### src/rtl/core/tfi_pkg.sv
// Package for the translation buffer fill and invalidate block.
// Holds sizes, command and event codes, and the controller/datapath links.
// No dependencies.
package tfi_pkg;

    // Buffer size and derived index width.
    localparam int ENTRIES = 64;
    localparam int IDX_W   = $clog2(ENTRIES);
    localparam int PAGE_W  = 20;
    localparam int PID_W   = 15;
    localparam int SLOT_W  = 6;
    localparam int CMD_W   = 2;
    localparam int EV_W    = 3;

    localparam logic [IDX_W-1:0] LAST_IDX = IDX_W'(ENTRIES - 1);

    // Command codes.
    localparam logic [CMD_W-1:0] CMD_FILL  = 2'd0;
    localparam logic [CMD_W-1:0] CMD_INVAL = 2'd1;
    localparam logic [CMD_W-1:0] CMD_FLUSH = 2'd2;

    // Event codes reported with each result.
    localparam logic [EV_W-1:0] EV_FILL_FREE    = 3'd0;
    localparam logic [EV_W-1:0] EV_FILL_REPLACE = 3'd1;
    localparam logic [EV_W-1:0] EV_INVALIDATED  = 3'd2;
    localparam logic [EV_W-1:0] EV_ABSENT       = 3'd3;
    localparam logic [EV_W-1:0] EV_FLUSHED      = 3'd4;
    localparam logic [EV_W-1:0] EV_SKIPPED      = 3'd5;

    // Controller to datapath commands.
    typedef struct packed {
        logic capture;
        logic commit;
    } tfi_cmd_t;

    // Datapath to controller status.
    typedef struct packed {
        logic req_is_op;
        logic out_free;
    } tfi_status_t;

    // Map a slot index onto the result's slot field (low bits, zero padded).
    function automatic logic [SLOT_W-1:0] to_slot(input logic [IDX_W-1:0] idx);
        logic [SLOT_W+IDX_W-1:0] wide;
        wide = {{SLOT_W{1'b0}}, idx};
        return wide[SLOT_W-1:0];
    endfunction

endpackage

### src/rtl/core/tfi_ctrl.sv
// Controller for the translation buffer: accepts a request and, for a real command, then commits it.
// Depends on tfi_pkg.
module tfi_ctrl (
    input  logic                clk,
    input  logic                rst_n,
    input  logic                req_valid,
    output logic                req_ready,
    input  tfi_pkg::tfi_status_t status,
    output tfi_pkg::tfi_cmd_t    cmd
);
    import tfi_pkg::*;

    typedef enum logic [1:0] {
        S_IDLE   = 2'b01,
        S_COMMIT = 2'b10
    } state_t;

    state_t state_reg;
    state_t state_next;
    logic   take_req;
    logic   commit_req;

    // A request is taken only in the idle state.
    assign req_ready = (state_reg == S_IDLE);
    assign take_req  = req_valid && req_ready;

    // Both strobes leave through one command bundle.
    assign cmd = '{capture: take_req, commit: commit_req};

    // Next state and commit strobe.
    always_comb
    begin
        state_next = state_reg;
        commit_req = 1'b0;
        unique case (state_reg)
            S_IDLE:
            begin
                if (take_req && status.req_is_op)
                begin
                    state_next = S_COMMIT;
                end
            end
            S_COMMIT:
            begin
                if (status.out_free)
                begin
                    commit_req = 1'b1;
                    state_next = S_IDLE;
                end
            end
            default:
            begin
                state_next = S_IDLE;
            end
        endcase
    end

    // State register.
    always_ff @(posedge clk or negedge rst_n)
    begin
        if (!rst_n)
        begin
            state_reg <= S_IDLE;
        end
        else
        begin
            state_reg <= state_next;
        end
    end

endmodule

### src/rtl/core/tfi_datapath.sv
// Datapath for the translation buffer: entry storage, page match, fill
// pointer, freed slot and the result register. Depends on tfi_pkg.
module tfi_datapath (
    input  logic                          clk,
    input  logic                          rst_n,
    input  tfi_pkg::tfi_cmd_t             cmd,
    output tfi_pkg::tfi_status_t          status,
    input  logic [tfi_pkg::CMD_W-1:0]     command,
    input  logic [tfi_pkg::PID_W-1:0]     process_id,
    input  logic [tfi_pkg::PAGE_W-1:0]    virtual_page,
    input  logic [tfi_pkg::PAGE_W-1:0]    physical_page,
    input  logic                          writable,
    output logic                          rsp_valid,
    input  logic                          rsp_ready,
    output logic [tfi_pkg::SLOT_W-1:0]    slot,
    output logic [tfi_pkg::EV_W-1:0]      event_res
);
    import tfi_pkg::*;

    // Entry storage: virtual pages feed one comparator each.
    logic [PAGE_W-1:0] vpage_reg [ENTRIES];
    logic [PAGE_W-1:0] ppage_mem [ENTRIES];
    logic [ENTRIES-1:0] valid_reg, valid_next;
    logic [ENTRIES-1:0] dirty_reg, dirty_next;

    // Request captured at accept.
    logic [CMD_W-1:0]  req_cmd_reg;
    logic [PID_W-1:0]  req_pid_reg;
    logic [PAGE_W-1:0] req_vpage_reg;
    logic [PAGE_W-1:0] req_ppage_reg;
    logic              req_wr_reg;
    logic [ENTRIES-1:0] match_reg;
    logic [ENTRIES-1:0] match_now;

    // Replacement state.
    logic [IDX_W-1:0] ptr_reg, ptr_next;
    logic             all_used_reg, all_used_next;
    logic             freed_held_reg, freed_held_next;
    logic [IDX_W-1:0] freed_slot_reg, freed_slot_next;
    logic [PID_W-1:0] last_pid_reg, last_pid_next;

    // Result register.
    logic              rsp_valid_reg;
    logic [SLOT_W-1:0] slot_reg;
    logic [EV_W-1:0]   event_reg;

    // Commit-cycle signals.
    logic             wr_en;
    logic [IDX_W-1:0] wr_idx;
    logic [IDX_W-1:0] hit_idx;
    logic [IDX_W-1:0] res_idx;
    logic [EV_W-1:0]  res_event;

    assign status.req_is_op = (command == CMD_FILL) || (command == CMD_INVAL)
                              || (command == CMD_FLUSH);
    assign status.out_free  = !rsp_valid_reg || rsp_ready;

    // Compare the incoming page against every valid entry.
    always_comb
    begin
        for (int i = 0; i < ENTRIES; i++)
        begin
            match_now[i] = valid_reg[i] && (vpage_reg[i] == virtual_page);
        end
    end

    // Lowest matching entry.
    always_comb
    begin
        hit_idx = '0;
        for (int i = ENTRIES - 1; i >= 0; i--)
        begin
            if (match_reg[i])
            begin
                hit_idx = IDX_W'(i);
            end
        end
    end

    // Capture the request and its match vector.
    always_ff @(posedge clk)
    begin
        if (cmd.capture)
        begin
            req_cmd_reg   <= command;
            req_pid_reg   <= process_id;
            req_vpage_reg <= virtual_page;
            req_ppage_reg <= physical_page;
            req_wr_reg    <= writable;
            match_reg     <= match_now;
        end
    end

    // Update of the buffer state when a request commits.
    always_comb
    begin
        ptr_next        = ptr_reg;
        all_used_next   = all_used_reg;
        freed_held_next = freed_held_reg;
        freed_slot_next = freed_slot_reg;
        last_pid_next   = last_pid_reg;
        valid_next      = valid_reg;
        dirty_next      = dirty_reg;
        wr_en           = 1'b0;
        wr_idx          = ptr_reg;
        res_idx         = '0;
        res_event       = EV_ABSENT;
        if (cmd.commit)
        begin
            case (req_cmd_reg)
                CMD_FILL:
                begin
                    last_pid_next = req_pid_reg;
                    res_event     = all_used_reg ? EV_FILL_REPLACE : EV_FILL_FREE;
                    if (freed_held_reg)
                    begin
                        wr_idx          = freed_slot_reg;
                        freed_held_next = 1'b0;
                    end
                    else if (ptr_reg == LAST_IDX)
                    begin
                        ptr_next      = '0;
                        all_used_next = 1'b1;
                    end
                    else
                    begin
                        ptr_next = ptr_reg + 1'b1;
                    end
                    wr_en              = 1'b1;
                    valid_next[wr_idx] = 1'b1;
                    dirty_next[wr_idx] = req_wr_reg;
                    res_idx            = wr_idx;
                end
                CMD_INVAL:
                begin
                    if (|match_reg)
                    begin
                        valid_next[hit_idx] = 1'b0;
                        dirty_next[hit_idx] = 1'b0;
                        freed_held_next     = 1'b1;
                        freed_slot_next     = hit_idx;
                        res_idx             = hit_idx;
                        res_event           = EV_INVALIDATED;
                    end
                end
                CMD_FLUSH:
                begin
                    if (req_pid_reg == last_pid_reg)
                    begin
                        res_event = EV_SKIPPED;
                    end
                    else
                    begin
                        valid_next      = '0;
                        dirty_next      = '0;
                        freed_held_next = 1'b0;
                        freed_slot_next = '0;
                        ptr_next        = '0;
                        all_used_next   = 1'b0;
                        last_pid_next   = '0;
                        res_event       = EV_FLUSHED;
                    end
                end
                default:
                begin
                    res_event = EV_ABSENT;
                end
            endcase
        end
    end

    // Entry payload writes.
    always_ff @(posedge clk)
    begin
        if (wr_en)
        begin
            vpage_reg[wr_idx] <= req_vpage_reg;
            ppage_mem[wr_idx] <= req_ppage_reg;
        end
    end

    // Control state and result valid.
    always_ff @(posedge clk or negedge rst_n)
    begin
        if (!rst_n)
        begin
            valid_reg      <= '0;
            dirty_reg      <= '0;
            ptr_reg        <= '0;
            all_used_reg   <= 1'b0;
            freed_held_reg <= 1'b0;
            freed_slot_reg <= '0;
            last_pid_reg   <= '0;
            rsp_valid_reg  <= 1'b0;
        end
        else
        begin
            valid_reg      <= valid_next;
            dirty_reg      <= dirty_next;
            ptr_reg        <= ptr_next;
            all_used_reg   <= all_used_next;
            freed_held_reg <= freed_held_next;
            freed_slot_reg <= freed_slot_next;
            last_pid_reg   <= last_pid_next;
            if (cmd.commit)
            begin
                rsp_valid_reg <= 1'b1;
            end
            else if (rsp_ready)
            begin
                rsp_valid_reg <= 1'b0;
            end
        end
    end

    // Result payload.
    always_ff @(posedge clk)
    begin
        if (cmd.commit)
        begin
            slot_reg  <= to_slot(res_idx);
            event_reg <= res_event;
        end
    end

    assign rsp_valid = rsp_valid_reg;
    assign slot      = slot_reg;
    assign event_res = event_reg;

endmodule

### src/rtl/core/tlb_fill_and_invalidate.sv
// A request and its match vector are captured at accept; its result is registered
// when it commits, which waits while an earlier result is stalled at the output.
// A new request is taken only after the current one commits; the priority pick and
// state update use the registered match vector in the commit state.
// Unused command code 3 is taken while staying idle and gives no result.
// Reset is asynchronous, active low, and clears all valid bits at once.
// Top level of the translation buffer; depends on tfi_pkg, tfi_ctrl, tfi_datapath.
module tlb_fill_and_invalidate (
    input  logic                          clk,
    input  logic                          rst_n,
    input  logic                          req_valid,
    output logic                          req_ready,
    input  logic [tfi_pkg::CMD_W-1:0]     command,
    input  logic [tfi_pkg::PID_W-1:0]     process_id,
    input  logic [tfi_pkg::PAGE_W-1:0]    virtual_page,
    input  logic [tfi_pkg::PAGE_W-1:0]    physical_page,
    input  logic                          writable,
    output logic                          rsp_valid,
    input  logic                          rsp_ready,
    output logic [tfi_pkg::SLOT_W-1:0]    slot,
    output logic [tfi_pkg::EV_W-1:0]      event_res
);
    import tfi_pkg::*;

    tfi_cmd_t    cmd;
    tfi_status_t status;

    // Sequencing of each request.
    tfi_ctrl u_ctrl (
        .clk       (clk),
        .rst_n     (rst_n),
        .req_valid (req_valid),
        .req_ready (req_ready),
        .status    (status),
        .cmd       (cmd)
    );

    // Storage, match and replacement logic.
    tfi_datapath u_datapath (
        .clk           (clk),
        .rst_n         (rst_n),
        .cmd           (cmd),
        .status        (status),
        .command       (command),
        .process_id    (process_id),
        .virtual_page  (virtual_page),
        .physical_page (physical_page),
        .writable      (writable),
        .rsp_valid     (rsp_valid),
        .rsp_ready     (rsp_ready),
        .slot          (slot),
        .event_res     (event_res)
    );

endmodule

### config.mk
export PLATFORM = sky130hd
export DESIGN_NAME = tlb_fill_and_invalidate
export DESIGN_NICKNAME = d
export VERILOG_FILES = /design/src/rtl/core/tfi_pkg.sv /design/src/rtl/core/tfi_ctrl.sv /design/src/rtl/core/tfi_datapath.sv /design/src/rtl/core/tlb_fill_and_invalidate.sv
export SDC_FILE = /design/constraint.sdc
export NUM_CORES = 2
export LEC_CHECK = 0
export ABC_AREA = 1
export BUFFER_PORTS_ARGS = -buffer_cell sky130_fd_sc_hd__buf_2
export CAP_MARGIN = 20
export CORE_ASPECT_RATIO = 1.75
export CORE_MARGIN = 2
export CORE_UTILIZATION = 30
export DETAILED_ROUTE_END_ITERATION = 6
export SYNTH_ARGS = -nofsm -noshare
export SYNTH_HDL_FRONTEND = slang
export SYNTH_SLANG_ARGS = --single-unit
### constraint.sdc
create_clock -name clk -period 7.5 [get_ports clk]
set_input_delay 1.875 -clock clk [delete_from_list [all_inputs] [get_ports clk]]
set_output_delay 1.875 -clock clk [all_outputs]
set_load 0.1 [all_outputs]
==> impl_results.md <==
* Number of DRC markers in iteration 0 at 5501
* First drt pass iteration count at 6
* Hold violation count in the final report at 0
* Worst clock skew at 0.0370 ns
* Share of cells above drive strength 1 at 10.1%
* WP data arrival at 5.50 ns
* Status: finished, final reports clean
* Worst skew pair latency at 0.75 ns
* GRT overflow at 0
* Worst-margin pin slew at 1.27 ns
* Post-DR wirelength/cell at 29.4 um
* Worst min path class: flop to flop
* Final setup vio count at 0
* Vias in the first global route at 44.6k
* Max reg flops at 1280
* Maxcap violations at 0
* Worst setup EP type: flop
* Post-DRT Antenna Nets at 0
* Post-Layout Inst Area at 0.0724 sq mm
* First-pass GRT wire length at 329000 um
* FILL cells at 20.6k
* Initial antenna violation count at 6
* Worst hold path endpoint: u_datapath.vpage_reg[20][14]
* Post-CTS setup buffer count at 0
* Critical path type: primary input to flop
* CTS tree: yes
* Pre-CTS WS at 1.69 ns
* Syn_nets at 5129
* Worst Path Max Fanout at 20
* Worst Min Path Start: u_datapath.req_vpage_reg[14]
* GR Util All Layers at 21.3%
* Yosys warnings at 0
* Fmax at 0.195 GHz
* Area Growth Syn to Fin at 13.6%
* VDD IR max at 184 uV
* Bufs on Longest Clock Path at 3
* Cts repair resizes at 0
* RSZ-0062 raised after global routing: false
* Static Leak at 0.0234 uW
* Clock-pin slew on the worst setup and hold paths at 0.07 ns
* Fraction of registers with async set/reset at 6.46%
* I/O pins at 73
* Synthesized flop and latch total at 1486
* Final setup margin at 2.36 ns
* PwrDens at 263 mW/mm^2
* DRC Markers at 0
* Worst Hold Depth at 0
* FF-to-FF End: u_datapath.slot[0]
* Slack of the worst reg-to-reg path at 2.42 ns
* Core area at 0.211 sq mm
* Mean Syn Cell Area at 12.6 sq um
* WP data required at 7.86 ns
* Vias at 45.8k
* Synth Cell Area at 0.0637 sq mm
* H-tree depth reported by CTS at 3
* Post-DP Area at 0.0683 sq mm
* Post-DP HPWL at 145000 um
* Reg2reg start: u_datapath.match_reg[62]
* Netlist cell types at 43
* Clock Sinks at 1486
* Crit share post-route at 68.5%
* Root Driver: clkbuf_16
* Final Max Slew Viols at 0
* Largest net degree at the start of global routing at 103
* GP Congestion at 0.974
* Vias per cell at 5.66
* Startpoint types: primary input
* R2R depth at 65
* Seq/Total Area, Yosys at 69.3%
* Relative slew margins at 14.4%
* Starting Density at 30.2%
* Final WL at 238000 um
* Die H at 613 um
* PortBufs at 51
* DIE AREA at 0.216 sq mm
* Tmin final at 5.14 ns
* Post-synth EDFFs at 1390
* Die X at 352 um
* Final nets at 5237
* Hold_buf cts at 0
* Main flop type after synthesis: edfxtp_1
* Num CTS Buffers at 115
* Cells after synthesis at 5062
* Rows at 223
* Total Neg Setup Slack at 0 ns
-- layer usage --
layer  GRT usage, %  wire (um)  vias to the layer above
met5              0          0                        -
met1           22.1      76900                    23098
li1               -          -                    19052
met2           37.4     117000                     2793
met4           19.5      25600                        0
met3           2.92      18500                      840
-- stage by stage --
step	total power [uW]	utilization [%]	cells	hold WS (ns)
global placement	12400	32.4	7863	0.434
detailed placement	12500	32.4	7864	0.434
finish	19000	34.3	8087	0.452
floorplan	11100	-	5062	0.446
global route	19500	34.3	8085	0.475
CTS	19000	34.3	8081	0.449
-- area by class of cell --
class | count | area [sq um] | share of cell area, %
antenna | 5 | 12.5 | 0.0173
clock buffer | 131 | 3010 | 4.16
clock inverter | 86 | 995 | 1.37
inverter | 292 | 1130 | 1.56
multi-input combinational | 3009 | 17500 | 24.2
sequential | 1486 | 44100 | 61.0
tap | 2812 | 3520 | 4.86
timing repair buffer | 266 | 2020 | 2.80
-- cells in the mapped netlist (all sizes together), types with 5 or more instances --
master   number  share of area, %
clkbuf      225               1.3
o211ai        8             0.094
inv         285               1.7
dfrtp        95               3.7
nor3          6             0.047
buf          50              0.34
nor2        476               2.8
nand2       550               3.3
or2           6             0.059
nand3       255               2.0
xnor2       290               4.0
xor2        142               2.0
o2111ai      32              0.44
edfxtp     1390                66
a21oi       174               1.4
a211oi      101               1.2
clkinv        7             0.041
nor4        140               1.4
ha            5             0.098
a22o         46              0.63
o21ai       261               2.1
o22ai       239               2.3
a221oi      188               2.6
a2111oi      14              0.19
nand4        59              0.58
-- kinds of logic (layout without fill, tap and decap cells) --
logic type                 count (synthesis)  after routing  share of synthesized area [%]
adders and majority gates                  5              5                         0.0982
and+or+nand+nor                         1498           1498                           10.2
other                                      0              5                              0
buffers and inverters                    567            775                           3.38
DFF                                     1486           1486                           69.3
xor gates and xnor gates                 432            432                           5.94
AOI/OAI and AO/OA                       1074           1074                           11.0
-- power breakdown --
part | internal (uW) | switching, uW | total [uW]
Sequential | 9410 | 348 | 9750
Combinational | 598 | 2030 | 2630
Clock | 3590 | 3050 | 6640
-- cells in the final DEF, fill, tap and decap left out, drive strengths merged, types with 6 or more instances in the layout --
cell      count
edfxtp     1390
nand2       550
nor2        476
inv         291
xnor2       290
buf         266
o21ai       261
nand3       255
o22ai       239
a221oi      188
a21oi       174
xor2        142
nor4        140
clkbuf      131
a211oi      101
dfrtp        95
clkinv       60
nand4        59
a22o         46
o2111ai      32
bufinv       20
a2111oi      14
o211ai        8
clkinvlp      7
or2           6
nor3          6
-- how the worst max path moves through the flow --
stage,startpoint,endpoint,depth (start not counted)
6_report,rsp_ready,u_datapath.vpage_reg[53][3],11
5_1_grt,u_datapath.match_reg[62],u_datapath.slot[0],65
4_1_cts,rsp_ready,u_datapath.vpage_reg[53][13],11
3_5_place_dp,rsp_ready,u_datapath.vpage_reg[6][8],11
3_3_place_gp,rsp_ready,u_datapath.vpage_reg[6][4],11
2_1_floorplan,req_valid,u_datapath.match_reg[0],2
-- critical path: stages --
cell and delay [ns]:
buf_2 0.08, nor2_1 0.04, nor2_1 0.27, inv_1 0.09, nor2_1 0.42, inv_1 0.27
o21ai_0 0.41, inv_1 0.12, nor2_1 0.19, nand2_1 0.65, nor2_2 1.05
(Power assumes the default switching activity.)
